### config.mk
export PLATFORM = sky130hd
export DESIGN_NAME = keypad_combination_lock_top
export DESIGN_NICKNAME = d
export VERILOG_FILES = /design/src/kcl_pkg.sv /design/src/kcl_core.sv /design/src/keypad_combination_lock_top.sv
export SDC_FILE = /design/constraint.sdc
export NUM_CORES = 1
export LEC_CHECK = 0
export BUFFER_PORTS_ARGS = -buffer_cell sky130_fd_sc_hd__buf_2
export CELL_PAD_IN_SITES_DETAIL_PLACEMENT = 2
export CELL_PAD_IN_SITES_GLOBAL_PLACEMENT = 2
export CORE_UTILIZATION = 40
export CTS_CLUSTER_SIZE = 14
export DETAILED_ROUTE_END_ITERATION = 12
export PLACE_DENSITY_LB_ADDON = 0.08
export SLEW_MARGIN = 20
export SYNTH_ARGS = -nofsm -noshare
export SYNTH_HDL_FRONTEND = slang
export SYNTH_SLANG_ARGS = --single-unit
### constraint.sdc
create_clock -name i_clk -period 7.1 [get_ports i_clk]
set_input_delay 0.71 -clock i_clk [delete_from_list [all_inputs] [get_ports i_clk]]
set_output_delay 0.71 -clock i_clk [all_outputs]
set_load 0.02 [all_outputs]
### src/kcl_pkg.sv
// ----------------------------------------------------------------------------
// kcl_pkg
// Shared types, constants and helpers for the keypad combination lock.
// ----------------------------------------------------------------------------
`default_nettype none

package kcl_pkg;

    localparam int CODE_LENGTH = 4;
    localparam int POS_W       = (CODE_LENGTH > 1) ? $clog2(CODE_LENGTH) : 1;

    localparam logic [7:0] KEY_NONE = 8'h00;
    localparam logic [7:0] KEY_HASH = 8'h23;
    localparam logic [7:0] KEY_STAR = 8'h2A;

    localparam logic [7:0] TIMEOUT_RESET = 8'd40;

    // register indexes
    localparam logic REG_INITIAL_CODE  = 1'b0;
    localparam logic REG_TIMEOUT_TICKS = 1'b1;

    typedef enum logic [2:0] {
        E_IDLE,
        E_WAIT_REL,
        E_WAIT,
        E_GET,
        E_FAIL_REL,
        E_OK_REL,
        E_UNLOCK
    } t_entry_phase;

    typedef enum logic {
        D_LOCKED,
        D_UNLOCKED
    } t_display_phase;

    typedef enum logic [3:0] {
        P_START,
        P_WAIT,
        P_ASSIGN,
        P_OK_REL,
        P_FAIL_REL,
        P_WAIT_END,
        P_WAIT_CHECK,
        P_CHECK,
        P_OK_CHECK_REL
    } t_program_phase;

    typedef logic [POS_W-1:0] t_pos;
    typedef logic [7:0]       t_key;

    // configuration request toward the core
    typedef struct packed {
        logic        code_load;
        logic [31:0] code;
        logic [7:0]  timeout_ticks;
    } t_cfg;

    typedef struct packed {
        logic is_locked;
        logic lock_indicator;
        logic code_changed;
    } t_result;

    function automatic t_pos slot(input t_pos i);
        return (32'(i) < CODE_LENGTH) ? i : '0;
    endfunction

endpackage

`default_nettype wire

### src/kcl_core.sv
// ----------------------------------------------------------------------------
// kcl_core
// Entry, lock/display and programming machines; one step per request.
// ----------------------------------------------------------------------------
`default_nettype none

module kcl_core
    import kcl_pkg::*;
(
    input  wire logic    i_clk,
    input  wire logic    i_rst_n,
    input  wire t_cfg    i_cfg,
    input  wire logic    i_step,
    input  wire t_key    i_key_first,
    input  wire t_key    i_key_second,
    input  wire logic    i_lock_button,
    output t_result      o_result
);

    t_entry_phase   r_entry, n_entry;
    t_pos           r_epos, n_epos;
    t_display_phase r_disp, n_disp;
    logic           r_locked, n_locked;
    t_program_phase r_prog, n_prog;
    t_pos           r_pidx, n_pidx;
    logic [7:0]     r_conf, n_conf;
    t_key           r_cand [CODE_LENGTH];
    t_key           r_stored [CODE_LENGTH];
    logic           n_changed;
    logic           none;
    t_entry_phase   e_mid;
    logic           l_mid;

    assign none = (i_key_first == KEY_NONE) && (i_key_second == KEY_NONE);

    // entry and lock/display machines
    always_comb begin
        e_mid  = r_entry;
        n_epos = r_epos;
        case (r_entry)
            E_IDLE: begin
                if (i_key_first == KEY_HASH) begin
                    n_epos = '0;
                    e_mid  = E_WAIT_REL;
                end
            end
            E_WAIT_REL: if (i_key_first == KEY_NONE) e_mid = E_WAIT;
            E_WAIT:     if (i_key_first != KEY_NONE) e_mid = E_GET;
            E_GET: begin
                e_mid = (i_key_first == r_stored[slot(r_epos)]) ? E_OK_REL : E_FAIL_REL;
            end
            E_FAIL_REL: if (i_key_first == KEY_NONE) e_mid = E_IDLE;
            E_OK_REL: begin
                if (i_key_first == KEY_NONE) begin
                    if (r_epos >= t_pos'(CODE_LENGTH - 1)) begin
                        e_mid = E_UNLOCK;
                    end else begin
                        e_mid  = E_WAIT;
                        n_epos = r_epos + t_pos'(1);
                    end
                end
            end
            default: e_mid = E_IDLE;
        endcase
        n_entry = e_mid;
        l_mid   = (e_mid == E_UNLOCK) ? 1'b0 : r_locked;

        n_disp   = r_disp;
        n_locked = l_mid;
        if (r_disp == D_LOCKED) begin
            if (!l_mid) n_disp = D_UNLOCKED;
        end else if (i_lock_button) begin
            n_disp   = D_LOCKED;
            n_locked = 1'b1;
        end
    end

    // programming machine
    always_comb begin
        n_prog    = r_prog;
        n_pidx    = r_pidx;
        n_conf    = r_conf;
        n_changed = 1'b0;
        case (r_prog)
            P_START: begin
                if (i_key_first == KEY_STAR && i_lock_button) begin
                    n_pidx = '0;
                    n_prog = P_WAIT;
                end
            end
            P_WAIT: begin
                if (!i_lock_button ||
                    !(i_key_first == KEY_STAR || i_key_second == KEY_STAR)) begin
                    n_prog = P_FAIL_REL;
                end else if (i_key_first != KEY_NONE && i_key_second != KEY_NONE) begin
                    n_prog = P_ASSIGN;
                end
            end
            P_ASSIGN: n_prog = P_OK_REL;
            P_OK_REL: begin
                if (i_key_first == KEY_NONE || i_key_second == KEY_NONE) begin
                    if (r_pidx >= t_pos'(CODE_LENGTH - 1)) begin
                        n_prog = P_WAIT_END;
                    end else begin
                        n_prog = P_WAIT;
                        n_pidx = r_pidx + t_pos'(1);
                    end
                end
            end
            P_WAIT_END: begin
                if (none && !i_lock_button) begin
                    n_prog = P_WAIT_CHECK;
                    n_conf = '0;
                    n_pidx = '0;
                end
            end
            P_WAIT_CHECK: if (i_key_first != KEY_NONE) n_prog = P_CHECK;
            P_CHECK: begin
                if (i_key_first != r_cand[slot(r_pidx)] || r_conf > i_cfg.timeout_ticks) begin
                    n_prog = P_FAIL_REL;
                end else begin
                    n_prog = P_OK_CHECK_REL;
                end
            end
            P_FAIL_REL: if (none) n_prog = P_START;
            P_OK_CHECK_REL: begin
                if (r_pidx >= t_pos'(CODE_LENGTH - 1)) begin
                    n_prog    = P_START;
                    n_changed = 1'b1;
                end else if (none) begin
                    n_prog = P_WAIT_CHECK;
                    n_pidx = r_pidx + t_pos'(1);
                end
            end
            default: n_prog = P_START;
        endcase
        // count confirmation ticks, saturate at full scale
        if ((n_prog == P_WAIT_CHECK || n_prog == P_CHECK || n_prog == P_OK_CHECK_REL) &&
            n_conf != 8'hFF) begin
            n_conf = n_conf + 8'd1;
        end
    end

    always_ff @(posedge i_clk) begin
        if (!i_rst_n) begin
            r_entry  <= E_IDLE;
            r_epos   <= '0;
            r_disp   <= D_LOCKED;
            r_locked <= 1'b1;
            r_prog   <= P_START;
            r_pidx   <= '0;
            r_conf   <= '0;
            for (int k = 0; k < CODE_LENGTH; k++) begin
                r_cand[k]   <= '0;
                r_stored[k] <= '0;
            end
        end else if (i_step) begin
            r_entry  <= n_entry;
            r_epos   <= n_epos;
            r_disp   <= n_disp;
            r_locked <= n_locked;
            r_prog   <= n_prog;
            r_pidx   <= n_pidx;
            r_conf   <= n_conf;
            if (n_prog == P_ASSIGN) begin
                r_cand[slot(n_pidx)] <= (i_key_first == KEY_STAR) ? i_key_second : i_key_first;
            end
            if (n_changed) begin
                for (int k = 0; k < CODE_LENGTH; k++) r_stored[k] <= r_cand[k];
            end
        end else if (i_cfg.code_load) begin
            for (int k = 0; k < CODE_LENGTH; k++) begin
                r_stored[k] <= 8'(i_cfg.code >> (8 * k));
            end
        end
    end

    assign o_result.is_locked      = n_locked;
    assign o_result.lock_indicator = (n_disp == D_LOCKED);
    assign o_result.code_changed   = n_changed;

endmodule

`default_nettype wire

### src/keypad_combination_lock_top.sv
// An accepted request passes through the input register, then the result register.
// Throughput: one request per cycle; the input register and the result
// register form a two-stage pipeline that stalls only on m_axis_tready.
// Reset (synchronous, active low): door locked, all machines idle, stored
// combination zero, timeout 40 ticks.
// ----------------------------------------------------------------------------
// keypad_combination_lock_top
// Keypad door lock: stream of key ticks in, lock status out, APB setup.
// ----------------------------------------------------------------------------
`default_nettype none

module keypad_combination_lock_top
    import kcl_pkg::*;
(
    input  wire logic        i_clk,
    input  wire logic        i_rst_n,
    // APB configuration
    input  wire logic        psel,
    input  wire logic        penable,
    input  wire logic        pwrite,
    input  wire logic [2:0]  paddr,
    input  wire logic [31:0] pwdata,
    output logic [31:0]      prdata,
    output logic             pready,
    // input stream
    input  wire logic        s_axis_tvalid,
    output logic             s_axis_tready,
    input  wire logic [23:0] s_axis_tdata,  // [7:0] key_first, [15:8] key_second,
                                            // [16] lock_button, [23:17] zero
    // result stream
    output logic             m_axis_tvalid,
    input  wire logic        m_axis_tready,
    output logic [7:0]       m_axis_tdata   // [0] is_locked, [1] lock_indicator,
                                            // [2] code_changed, [7:3] zero
);

    logic [31:0] r_initial_code;
    logic [7:0]  r_timeout;
    logic        wr;
    t_cfg        cfg;

    logic        r_in_valid;
    t_key        r_key_first;
    t_key        r_key_second;
    logic        r_button;
    logic        r_out_valid;
    t_result     r_out;
    t_result     step_result;
    logic        advance;

    assign pready = 1'b1;
    assign wr     = psel && penable && pwrite;

    always_ff @(posedge i_clk) begin
        if (!i_rst_n) begin
            r_initial_code <= '0;
            r_timeout      <= TIMEOUT_RESET;
        end else if (wr) begin
            case (paddr[2])
                REG_INITIAL_CODE:  r_initial_code <= pwdata;
                REG_TIMEOUT_TICKS: r_timeout      <= pwdata[7:0];
                default: ;
            endcase
        end
    end

    always_comb begin
        case (paddr[2])
            REG_INITIAL_CODE:  prdata = r_initial_code;
            REG_TIMEOUT_TICKS: prdata = {24'd0, r_timeout};
            default:           prdata = '0;
        endcase
    end

    assign cfg.code_load     = wr && (paddr[2] == REG_INITIAL_CODE);
    assign cfg.code          = pwdata;
    assign cfg.timeout_ticks = r_timeout;

    // pipeline: input register -> step logic -> result register
    assign advance       = r_in_valid && (!r_out_valid || m_axis_tready);
    assign s_axis_tready = !r_in_valid || advance;

    always_ff @(posedge i_clk) begin
        if (!i_rst_n) begin
            r_in_valid  <= 1'b0;
            r_out_valid <= 1'b0;
        end else begin
            if (s_axis_tready) r_in_valid <= s_axis_tvalid;
            if (advance) begin
                r_out_valid <= 1'b1;
            end else if (m_axis_tready) begin
                r_out_valid <= 1'b0;
            end
        end
    end

    always_ff @(posedge i_clk) begin
        if (s_axis_tready && s_axis_tvalid) begin
            r_key_first  <= s_axis_tdata[7:0];
            r_key_second <= s_axis_tdata[15:8];
            r_button     <= s_axis_tdata[16];
        end
        if (advance) r_out <= step_result;
    end

    kcl_core u_core (
        .i_clk         (i_clk),
        .i_rst_n       (i_rst_n),
        .i_cfg         (cfg),
        .i_step        (advance),
        .i_key_first   (r_key_first),
        .i_key_second  (r_key_second),
        .i_lock_button (r_button),
        .o_result      (step_result)
    );

    assign m_axis_tvalid = r_out_valid;
    assign m_axis_tdata  = {5'd0, r_out.code_changed, r_out.lock_indicator, r_out.is_locked};

endmodule

`default_nettype wire

==> metrics.txt <==
status finished with violations; violated checks design-rule violations; largest net degree at the start of global routing 54; post-CTS setup-driven buffer insertion count 0; async set or reset register ratio after synthesis 0%; DR vias/cell 5.752; number of instances in the synthesized netlist 711; sequential area share after synthesis 51.67%; arrival time at the worst endpoint 4170 ps; number of inserted filler cells in the final layout 1890; RSZ-0062 raised after global routing no; count of pins on the block boundary 109; Post-route DRC 6; GRT Overall Usage 26.06%; worst hold path stage count 1; Post-synth EDFFs 84; total length of routed wires 24.07 mm; area taken by flip-flops and latches 3864 µm²; Hold Path Class in -> reg; wire length of the first global-routing pass 37.32 mm; TNS Setup 0 ps; drt wl/cell 23.46 µm; most frequent cells after synthesis sky130_fd_sc_hd__nand2_1, sky130_fd_sc_hd__edfxtp_1, sky130_fd_sc_hd__dfxtp_1; Die H 138.7 µm; Pwr Density 240.4 nW/µm²; Finished Cell Area 8682 µm²; number of max-capacitance violations reported 0; setup violation total in the final timing report 0; effective utilization at floorplan 41.20%; Final #Nets 863; critical setup path kind reg -> reg; drt pass-1 iters 8; chip width 138.7 µm; CTS tree built; Setup crit start kind flip-flop; Synth top area share 33.73%; deepest clock path buffer count 2; antenna violations before repair 0; cell area reported after detailed placement 8077 µm²; min Tclk post-route 4083 ps; unique cell type count in the Yosys netlist 63; leading post-synthesis cells by cell area sky130_fd_sc_hd__edfxtp_1, sky130_fd_sc_hd__dfxtp_1, sky130_fd_sc_hd__nand2_1, sky130_fd_sc_hd__mux4_2, sky130_fd_sc_hd__a21boi_0; flip-flop cell with the highest count after synthesis sky130_fd_sc_hd__edfxtp_1; start of the worst register-to-register path r_key_first[2]; number of DRC markers in iteration 0 377; capture point of the worst reg-to-reg path u_core.r_cand[0][3]; antenna diode count 0; total grt overflow 0; Multi-input gate area 3339 µm²; Worst R2R Path Depth 7; H-tree level count 4; post-route insts no fill 1026; start point of the worst min-delay path s_axis_tdata[8]; placeable core area 18150 µm²; area of the mapped netlist 7477 µm²; Clock Sink Count 151; number of endpoints with negative hold slack in the final report 0; Clk Tree Root Cell sky130_fd_sc_hd__clkbuf_16; endpoint class of the critical path flip-flop; Critical Path RT 7180 ps; count of state elements after synthesis 151; Fin Clk Skew 8.270 ps; cell accounting for the most synthesized area sky130_fd_sc_hd__edfxtp_1; final weighted congestion in routability-driven placement 0.8329; maximum achievable frequency 244.9 MHz; number of CTS-inserted buffers 17; worst-case register-to-register setup slack 3020 ps; total vias in the final route 5902; share of layout cells above drive strength 1 21.46%; most frequently used cell type in the post-synthesis netlist sky130_fd_sc_hd__nand2_1; number of instances in the placed design 994; average cell area after synthesis 10.52 µm²; Max-Slew Margin vs Limit 32.53%; critical-path maximum fanout 9; standard-cell rows 49; number of global-route vias before repair 6353; post-detailed-route count of antenna-violating nets 0; # resized after CTS 0; worst ir drop on vdd 0.1720 mV; fin crit share 57.51%; Ys Warns 0; Area Growth Syn to Fin 16.11%; Port Buf Inserts 93; hold-fix buffer count after cts 0; final HPWL from detailed placement 17.95 mm; max-slew violations 0; P_leak 3.323 nW; clock network latency to the later pin of the worst-skew pair 430 ps; actual transition at the worst max-transition pin 1012 ps; clock-pin slew of the registers on the worst-case setup and hold paths 70 ps; die area 19240 µm²; endpoint of the worst hold-timing path r_key_second[0]
## layout by cell type (no fill, tap or decap), types with 3 or more instances in the layout
master	synthesis	routed
sky130_fd_sc_hd__a21boi_0	39	39
sky130_fd_sc_hd__a21o_1	4	4
sky130_fd_sc_hd__a21oi_1	13	13
sky130_fd_sc_hd__a22o_1	32	32
sky130_fd_sc_hd__a31oi_1	3	3
sky130_fd_sc_hd__and2_1	6	6
sky130_fd_sc_hd__and3_1	6	4
sky130_fd_sc_hd__and4_1	3	3
sky130_fd_sc_hd__buf_2	1	93
sky130_fd_sc_hd__buf_4	6	6
sky130_fd_sc_hd__clkbuf_16	0	17
sky130_fd_sc_hd__clkinv_4	0	3
sky130_fd_sc_hd__clkinvlp_4	0	3
sky130_fd_sc_hd__conb_1	2	6
sky130_fd_sc_hd__dfxtp_1	67	67
sky130_fd_sc_hd__edfxtp_1	84	84
sky130_fd_sc_hd__ha_1	13	13
sky130_fd_sc_hd__inv_1	21	21
sky130_fd_sc_hd__inv_6	0	5
sky130_fd_sc_hd__mux2_2	8	8
sky130_fd_sc_hd__mux2i_1	8	8
sky130_fd_sc_hd__mux4_2	16	16
sky130_fd_sc_hd__nand2_1	115	115
sky130_fd_sc_hd__nand2b_1	7	7
sky130_fd_sc_hd__nand3_1	19	19
sky130_fd_sc_hd__nand4_1	12	12
sky130_fd_sc_hd__nor2_1	49	48
sky130_fd_sc_hd__nor2b_1	32	32
sky130_fd_sc_hd__nor3_1	11	11
sky130_fd_sc_hd__nor4_1	5	5
sky130_fd_sc_hd__o211a_1	4	4
sky130_fd_sc_hd__o21ai_0	18	16
sky130_fd_sc_hd__o21ai_1	1	3
sky130_fd_sc_hd__o31ai_1	3	3
sky130_fd_sc_hd__or3_1	4	4
sky130_fd_sc_hd__or4_1	4	4
sky130_fd_sc_hd__xnor2_1	13	13
sky130_fd_sc_hd__xor2_1	4	4
## through the flow
stage | util [%] | power (W) | hold slack [ps] | setup slack [ps]
2_1_floorplan | - | 0.001095 | 438.9 | 3760
3_3_place_gp | 44.51 | 0.001155 | 449.0 | 3151
3_5_place_dp | 44.51 | 0.001167 | 459.0 | 2783
4_1_cts | 47.83 | 0.002103 | 429.8 | 2737
5_1_grt | 47.84 | 0.002154 | 423.9 | 2899
6_report | 47.84 | 0.002087 | 449.1 | 3017
## area by class of cell
type                    instances  area share, %
repair buffers                 99          5.880
well taps                     229          3.300
clock inverters                14          1.888
clock buffers                  18          5.058
flip-flops and latches        151          44.50
multi-input cells             494          38.46
inverters                      21         0.9079
## power by group
group          leakage (nW)  internal, W  total, W  switching, W
logic                  1.63    0.0000609  0.000162      0.000101
clock network         0.286     0.000537  0.000936      0.000400
registers              1.40     0.000956  0.000989     0.0000325
total                  3.32      0.00155   0.00209      0.000533
## how the worst max path moves through the flow
stage	end	from	slack, ps	depth (start not counted)
after global placement	u_core.r_cand[3][4]	r_key_first[2]	3150	7
after detailed placement	u_core.r_cand[3][4]	r_key_first[2]	2780	7
after global routing	u_core.r_cand[0][2]	r_key_first[2]	2900	7
final	u_core.r_cand[0][3]	r_key_first[2]	3020	7
after floorplan	u_core.r_cand[3][0]	r_key_second[2]	3760	7
after CTS	u_core.r_cand[3][6]	r_key_first[2]	2740	7
## state kept, by name (all words and copies together) (netlist names), 2 cells and up, named ones only
register / count
r_initial_code: 32
r_timeout: 8
u_core.r_conf: 8
u_core.r_prog: 4
u_core.r_pidx: 2
u_core.r_stored: 32
u_core.r_cand: 32
u_core.r_entry: 3
u_core.r_epos: 2
r_key_second: 8
r_key_first: 8
m_axis_tdata: 3
## routing by layer
layer / share of wire (%) / routed length, µm / global-route usage [%] / up-vias
li1: - / - / - / 2701
met1: 44 / 10660 / 33.06 / 3000
met2: 48 / 11640 / 43.82 / 161
met3: 4.5 / 1093 / 5.594 / 40
met4: 2.8 / 675 / 9.708 / 0
met5: 0 / 0 / 0 / -
## logic make-up (layout without fill, tap and decap cells)
kind of cell             after synthesis  after routing  synth area share [%]
flip-flops                           151            151                 51.67
other                                  2              6                0.1004
buffers and inverters                 70            152                 3.932
AND/OR/NAND/NOR                      289            289                 19.21
XOR/XNOR                              17             17                 1.991
AO/OA/AOI/OAI                        137            137                 13.82
multiplexers                          32             32                 7.095
adder cells (fa/ha/maj)               13             13                 2.175
## worst max-delay path, stage by stage, from the launching register on
cell,delay (ps)
sky130_fd_sc_hd__edfxtp_1,520
sky130_fd_sc_hd__or4_1,740
sky130_fd_sc_hd__nor3_1,530
sky130_fd_sc_hd__nor3_1,150
sky130_fd_sc_hd__or4_1,560
sky130_fd_sc_hd__nor4b_4,510
sky130_fd_sc_hd__nand3_2,300
sky130_fd_sc_hd__nand2_1,410
No activity file was read; power rests on OpenSTA's default activity.
